<file path="src/sv/rcps_pkg.sv">
package rcps_pkg;

    // Fixed widths of the item fields and of the internal arithmetic.
    localparam int COORD_W   = 32;
    localparam int FRAC_W    = 16;
    localparam int DIR_W     = COORD_W + 1;
    localparam int PROD_W    = DIR_W + COORD_W;
    localparam int DOT_W     = PROD_W + 2;
    localparam int MAG_W     = DOT_W - 1;
    localparam int NUM_W     = MAG_W + FRAC_W;
    localparam int STEP_W    = COORD_W - 1;
    localparam int IDX_W     = 4;
    localparam int FC_W      = 5;
    localparam int CFG_W     = 16;
    localparam int CFG_A_W   = 2;
    localparam int IN_DATA_W = 200;
    localparam int OUT_DATA_W = 40;

    localparam logic [STEP_W-1:0] STEP_CAP = '1;

    // Request kinds carried on the input sideband.
    localparam logic REQ_LOAD  = 1'b0;
    localparam logic REQ_QUERY = 1'b1;

    // Register indexes of the configuration port.
    localparam logic [CFG_A_W-1:0] CFG_FACE_COUNT = 2'd0;
    localparam logic [CFG_A_W-1:0] CFG_BACKWARD   = 2'd1;
    localparam logic [CFG_A_W-1:0] CFG_PAR_THR    = 2'd2;
    localparam logic [CFG_A_W-1:0] CFG_MIN_STEP   = 2'd3;

    typedef struct packed {
        logic [FC_W-1:0]  face_count;
        logic             backward;
        logic [CFG_W-1:0] par_thr;
        logic [CFG_W-1:0] min_step;
    } cfg_t;

    // One face of a query as handed from the front to the back.
    typedef struct packed {
        logic signed [DOT_W-1:0] off;
        logic signed [DOT_W-1:0] proj;
        logic                    empty;
        logic                    last;
    } face_rec_t;

endpackage

</file>
<file path="src/sv/rcps_fifo.sv">
module rcps_fifo
    import rcps_pkg::*;
(
    input  logic      aclk,
    input  logic      aresetn,
    input  logic      in_valid,
    output logic      in_ready,
    input  face_rec_t in_data,
    output logic      out_valid,
    input  logic      out_ready,
    output face_rec_t out_data
);

    face_rec_t  mem_reg [4];
    logic [1:0] wr_ptr_reg, rd_ptr_reg;
    logic [2:0] count_reg;
    logic       push, pop;

    assign in_ready  = (count_reg != 3'd4);
    assign out_valid = (count_reg != 3'd0);
    assign out_data  = mem_reg[rd_ptr_reg];
    assign push      = in_valid && in_ready;
    assign pop       = out_valid && out_ready;

    // Storage of queued face records.
    always_ff @(posedge aclk) begin
        if (push) begin
            mem_reg[wr_ptr_reg] <= in_data;
        end
    end

    // Pointers and fill count.
    always_ff @(posedge aclk) begin
        if (!aresetn) begin
            wr_ptr_reg <= '0;
            rd_ptr_reg <= '0;
            count_reg  <= '0;
        end else begin
            if (push) wr_ptr_reg <= wr_ptr_reg + 2'd1;
            if (pop)  rd_ptr_reg <= rd_ptr_reg + 2'd1;
            count_reg <= count_reg + {2'b0, push} - {2'b0, pop};
        end
    end

endmodule

</file>
<file path="config.mk">
export PLATFORM = sky130hd
export DESIGN_NAME = rcps_fifo
export DESIGN_NICKNAME = d
export VERILOG_FILES = /design/src/sv/rcps_pkg.sv /design/src/sv/rcps_fifo.sv
export SDC_FILE = /design/constraint.sdc
export NUM_CORES = 1
export LEC_CHECK = 0
export ABC_AREA = 1
export BUFFER_PORTS_ARGS = -buffer_cell sky130_fd_sc_hd__buf_2
export CORE_ASPECT_RATIO = 0.8
export CORE_UTILIZATION = 55
export CTS_BUF_LIST = sky130_fd_sc_hd__clkbuf_4
export DETAILED_ROUTE_END_ITERATION = 6
export GPL_TIMING_DRIVEN = 0
export PLACE_DENSITY = 0.73
export RECOVER_POWER = 25
export SYNTH_ARGS = -nofsm -noshare
export SYNTH_HDL_FRONTEND = slang
export SYNTH_SLANG_ARGS = --single-unit
</file>
<file path="constraint.sdc">
create_clock -name aclk -period 16.4 [get_ports aclk]
set_clock_uncertainty 0.1 [all_clocks]
set_input_delay 1.64 -clock aclk [delete_from_list [all_inputs] [get_ports aclk]]
set_output_delay 1.64 -clock aclk [all_outputs]
set_load 0.01 [all_outputs]
</file>
# After elaboration in Yosys (flattened, before gate mapping)
# Memory sizes are Yosys's and may differ from the RTL's. A register that Yosys moved wholly into a read port is not among the register bits.
# Cells that the tools add are included.
# word_totals
register_bits,7
out_inout_bits,138
n_memories,1
input_bits,140
ramBits,544
# classes
reduce_logical,3
eq_ne,1
addsub,4
muxes,4
# memory_table
memory,words,width,rd,rd_ports_with_merged_regs,wr,line_no,rtl
mem_reg,4,136,1,1,1,rcps_fifo.sv:14,face_rec_t mem_reg [4];
# ops
op,count
$add 2x1->2 const B,2
$mux 2,2
$add 3x1->3,1
$ne 3x3->1 const B,1
$reduce_bool 3->1,1
$sub 3x1->3,1
$logic_and 1x1->1,2
$mux 1,2

# Depth between registers and ports, before layout
# Gate-level depths: netlist of the first run.
# depth
word_depth,4
mapped_depth,10
mapped_depth_nobuf,10

# Worst setup path before layout of the first run
# No wires, ideal clock.
# synth_timing
path_kind,input -> register
start,in in_valid
end,"mem mem_reg[0][0] (netlist name), enable pin"
required_time_ns,15.666
setup_time_ns,0.634
arrival_ns,7.411
path_stages,2
slack_ns,8.255
n_path_buf,0
cell_sequence,nand2_1 nor2_1
# synth_via
elab_chain_len,3
# synth_rtl
element,line_no,rtl
start: declaration,rcps_fifo.sv:6,"input logic in_valid,"
$logic_and 1x1->1,rcps_fifo.sv:22,assign push = in_valid && in_ready;
$mux 1,rcps_fifo.sv:27,if (push) begin
$mux 1 (not written as such),rcps_fifo.sv:28,mem_reg[wr_ptr_reg] <= in_data;
end: declaration,rcps_fifo.sv:14,
# Every way passes these cells.

==> results.yml, run 1 <==
logic_synthesis:
  yosys-top-cells-count: "544 x edfxtp_1, 284 x nor2_1, 266 x o21ai_0, 136 x o22ai_1, 58 x clkbuf_1"
  ys_seq_area_share_pct: 80.6
  synthTopCellsByArea: "edfxtp_1 80%, o21ai_0 6.5%, nor2_1 5.2%"
  synth_cell_types: 18
  yosysWarnings: 0
  synth_area_per_cell_sq_um: 14.9
  ys.flop_type: "edfxtp_1"
  ys_ff_latch: 553
  netlist_area_sq_um: 20500
  synth_edf_count: 544
  synth_cells: 1380
  synthArstFlopShare_pct: 0
  yosys.cell_count.top_type: "edfxtp_1"
  yosys.area.top_type: "edfxtp_1"
  yosys.area.top_type_share_pct: 79.7
  syn_nets: 1527
timing:
  slew_violations: 0
  finalWorstSetupSlack_ps: 11940
  slew_headroom_pct: 49.2
  rsz0062_at_grt: "no"
  worst_pin_slew_ps: 760
  fmax_mhz: 224
  period_needed_ps: 4460
  timing.final.crit_share_pct: 27.2
  setup_viol: 0
  finalHoldViolCount: 0
  final.setup.tns_ps: 0
layout:
  drive_above_1_share_pct: 23.4
  final_nets: 1961
  layout-area-overhead-vs-synth_pct: 19.7
  fillers: 2602
  largest_reg_flops: 544
  instances_no_fill: 2392
  final_area_sq_um: 24500
worst_setup_path:
  worstPathCellList: "inv_2, buf_2, clkbuf_1, o21ai_0, o22ai_1, buf_2"
  crit_type: "reg2out"
  critical_path.top_delay_family: "buffers and inverters"
  worstPathMaxFanout: 10
  crit_buf_inv: 4
  rr_worst_depth: 7
  slowest_stage: "clkbuf_1"
  endpoint_kind: "primary output"
  crit_path_start_kind: "flip-flop"
  slowest_delay_ps: 400
  cp_common_cell: "buf_2"
  crit_required_ps: 14660
  critPathArrivalTime_ps: 2720
  crit_cells: 6
pwr:
  p_int_w: 0.00261
  pwr-share-comb_pct: 24.2
  p_leak_nw: 8.56
  ir_worst_vdd_uv: 89.5
  pwr-share-seq_pct: 46.3
  p_switching_w: 0.00117
  power.density_nw_per_um2: 154
  p_clk_share_pct: 29.5
  post-layout-total-power_w: 0.00378
  swShare_pct: 30.8
clock_tree:
  root_buffer: "clkbuf_4"
  cts_resized: 0
  cts_buffer_depth: 3
  clkSlewWorstSetupHoldPaths_ps: 80
  htree_levels: 4
  cts_setup_buffers: 0
  cts.sinks: 553
  cts_tree: "built"
  clkLatencyLatePin_ps: 800
  cts_buffers: 135
  ctsHoldBuffers: 0
placed_design:
  dp_cells: 2157
  place_congestion: 0.789
  hpwl_mm: 31.0
  preCtsSetupSlack_ps: 12530
  placed_area_sq_um: 22900
  port_buffers: 277
die:
  rows: 62
  io_pins: 278
  core_sq_um: 36300
  dieArea_sq_um: 38100
  dieWidth_um: 218
  initial_core_util_pct: 56.5
  fp.dieH_um: 175
routing:
  vias: 13430
  wl_mm: 49.4
  via_per_inst: 5.61
  drc: 0
  firstDrtPassIters: 7
  first_iter_violations: 1088
  ant_nets: 0
  wl_per_cell_um: 20.6
global_routing:
  grt_max_degree: 30
  grt_pass1_vias: 13521
  grt_antenna_before_repair: 8
  gr-total-overflow: 0
  grt_first_pass_wirelength_mm: 74.1
  track_usage_pct: 26.1
hold_path:
  hold_path_depth: 2
  worstHoldPathType: "reg2reg"
run:
  drv_cap: 0
outcome:
  outcome: "complete, no violations"
## worst reg2reg max path: stages, from the launching register on
cell     delay (ps)
dfxtp_1         400
nor2_1           90
nand2_1         170
nand2_1         290
nor2_4          680
buf_16          260
buf_12          230
buf_12          240
## power by group through the flow
stage / sequential [W] / clock [W] / combinational, W
finish: 0.00175 / 0.00112 / 0.000915
CTS: 0.00175 / 0.00114 / 0.000923
global route: 0.00176 / 0.00121 / 0.000994
floorplan: 0.00181 / 0 / 0.000487
detailed placement: 0.00178 / 0 / 0.000919
global placement: 0.00184 / 0 / 0.000859
## final cells by class
type / instances / area [sq um] / area share, %
Buffer: 89 / 447 / 1.82
Tap cell: 480 / 601 / 2.45
Sequential cell: 553 / 16500 / 67.3
Clock buffer: 199 / 1490 / 6.09
Timing Repair Buffer: 297 / 1700 / 6.91
Multi-Input combinational cell: 722 / 3510 / 14.3
Antenna cell: 6 / 15.0 / 0.0612
Inverter: 16 / 60.1 / 0.245
Clock inverter: 30 / 203 / 0.826
## cell families (layout without fill, tap and decap cells)
| family | Yosys count | after routing | share of synthesized area (%) |
|---|---|---|---|
| adders and majority gates | 7 | 7 | 0.464 |
| buffers and inverters | 105 | 631 | 2.47 |
| AOI/OAI and AO/OA | 415 | 415 | 11.0 |
| other | 0 | 6 | 0 |
| and+or+nand+nor | 300 | 300 | 5.51 |
| DFF | 553 | 553 | 80.6 |
## metal layers
layer | track usage [%] | wire length (um)
met5 | 0 | 55
met2 | 41.4 | 24000
met1 | 34.3 | 19700
met3 | 8.36 | 4790
met4 | 8.80 | 859
## path summary, 6_finish.rpt
kind / from / to / slack [ps]
worst max-delay path: flip-flop / out_data[99] / 11940
worst min-delay path: rd_ptr_reg[0] / rd_ptr_reg[0] / 380
worst max register to register: count_reg[1] / mem_reg[0][90] / 13590
worst min register to register: rd_ptr_reg[0] / rd_ptr_reg[0] / 380
## cells in the final DEF (no fill, tap or decap)
| master | instances |
|---|---|
| edfxtp_1 | 544 |
| nor2_1 | 280 |
| o21ai_0 | 266 |
| buf_2 | 199 |
| clkbuf_4 | 199 |
| clkbuf_1 | 154 |
| o22ai_1 | 136 |
| clkinv_1 | 21 |
| buf_12 | 16 |
| inv_1 | 14 |
| nand2_1 | 13 |
| buf_6 | 11 |
| dfxtp_1 | 9 |
| o21ai_1 | 7 |
| diode_2 | 6 |
| ha_1 | 6 |
| nor2_4 | 4 |
| a21oi_1 | 4 |
| buf_16 | 4 |
| inv_2 | 3 |
| nand3_1 | 3 |
| bufinv_16 | 3 |
| clkinv_2 | 3 |
| a21boi_0 | 2 |
| buf_4 | 2 |
| clkinvlp_4 | 2 |
| fa_1 | 1 |
## per-stage QoR
step           utilization [%]  hold slack, ps
2_1_floorplan                -             348
3_3_place_gp              61.9             361
3_5_place_dp              63.2             375
4_1_cts                   67.9             386
5_1_grt                   67.6             408
6_report                  67.6             384
(Power assumes the default switching activity.)
==> run 2: changes to the inputs <==
==> constraint.sdc (replaced) <==
create_clock -name aclk -period 4.37 [get_ports aclk]
set_clock_uncertainty 0.1 [all_clocks]
set_input_delay 0.437 -clock aclk [delete_from_list [all_inputs] [get_ports aclk]]
set_output_delay 0.437 -clock aclk [all_outputs]
set_load 0.01 [all_outputs]
==> run 2 against run 1 <==
  * Non-clock buffer count increased by 141
  * Sequential share of layout area shrank 3.6 points
  * Combinational power rose to 3.9 times the previous value
  * Critical path type unchanged
==> results.yml, run 2 (synthesized netlist as in run 1, its figures left out) <==
timing:
  worst_pin_slew_ps: 825
  setup_viol: 0
  rsz0062_at_grt: "no"
  slew_violations: 0
  timing.final.crit_share_pct: 75.3
  fmax_mhz: 304
  slew_headroom_pct: 44.9
  hold_ws_ps: 300
  period_needed_ps: 3290
  finalHoldViolCount: 0
  final.setup.tns_ps: 0
clock_tree:
  cts_tree: "built"
  cts.sinks: 553
  ctsHoldBuffers: 139
  cts_resized: 0
  clkSlewWorstSetupHoldPaths_ps: 70
  cts_buffer_depth: 3
  cts_buffers: 133
  htree_levels: 4
  root_buffer: "clkbuf_4"
  clkLatencyLatePin_ps: 790
  cts_setup_buffers: 0
placed_design:
  port_buffers: 277
  hpwl_mm: 31.4
  place_congestion: 0.810
  placed_area_sq_um: 23000
die:
  core_sq_um: 36300
  fp.dieH_um: 175
  rows: 62
  io_pins: 278
  dieWidth_um: 218
  initial_core_util_pct: 56.5
  dieArea_sq_um: 38100
global_routing:
  grt_max_degree: 29
  grt_pass1_vias: 14452
  gr-total-overflow: 0
  track_usage_pct: 27.6
  grt_first_pass_wirelength_mm: 78.8
  grt_antenna_before_repair: 3
layout:
  layout_common_cells: "544 x edfxtp_1, 280 x nor2_1, 266 x o21ai_0"
  final_common_cell: "edfxtp_1"
  largest_reg_flops: 544
  final_area_sq_um: 25900
  final_nets: 2100
  layout-area-overhead-vs-synth_pct: 26.5
  drive_above_1_share_pct: 22.3
worst_setup_path:
  crit_type: "reg2out"
  crit_required_ps: 3830
  r2r_setup_slack_ps: 1490
  critPathArrivalTime_ps: 2750
  endpoint_kind: "primary output"
  worstPathMaxFanout: 10
  crit_path_start_kind: "flip-flop"
routing:
  vias: 14098
  wl_per_cell_um: 20.6
  firstDrtPassIters: 5
  first_iter_violations: 1233
  via_per_inst: 5.59
  drc: 0
  ant_nets: 0
  wl_mm: 52.0
hold_path:
  worstHoldPathType: "in2reg"
pwr:
  p_leak_nw: 9.16
  ir_worst_vdd_uv: 384
  power.density_nw_per_um2: 551
outcome:
  outcome: "complete, no violations"
run:
  drv_cap: 0
## run 2: final timing paths
check,end,cells past startpoint,from
min,mem_reg[3][81],2,in_data[81]
max,out_data[103],6,flip-flop
max reg2reg,mem_reg[0][89],7,count_reg[1]
min reg2reg,rd_ptr_reg[0],2,rd_ptr_reg[0]
## run 2: power by group
part | internal, W | switching, W | total [W]
sequential | 0.00644 | 0.000127 | 0.00657
clock | 0.00220 | 0.00193 | 0.00413
combinational | 0.00120 | 0.00238 | 0.00358
## run 2: worst max-delay path, stage by stage, from the launching register on
cell	delay [ps]
dfxtp_1	320
inv_2	280
buf_2	300
clkbuf_1	430
o21ai_0	200
o22ai_1	250
buf_2	190
## run 2: area by class of cell
class,instances,area [sq um]
flip-flops and latches,553,16500
fillers,2417,10400
multi-input cells,722,3510
repair buffers,438,3150
clock buffers,201,1510
well taps,480,601
plain buffers,89,447
clock inverters,20,135
inverters,16,60.1
diodes,3,7.51
## run 2: through the flow
step	util [%]	std cells	power (W)	setup slack, ps
after floorplan	-	1380	0.00856	-564
final	71.4	2522	0.0143	1080
after detailed placement	63.4	2159	0.0101	1570
after global routing	71.4	2522	0.0150	897
after CTS	71.7	2519	0.0143	1040
after global placement	62.0	2137	0.0100	-3230
## run 2: layer usage
metal / global-route usage, % / wire [um] / up-vias
met5: 0 / 0 / -
met4: 9.03 / 905 / 0
met3: 7.36 / 4960 / 75
met2: 46.0 / 25800 / 712
met1: 35.4 / 20300 / 6860
li1: - / - / 6451
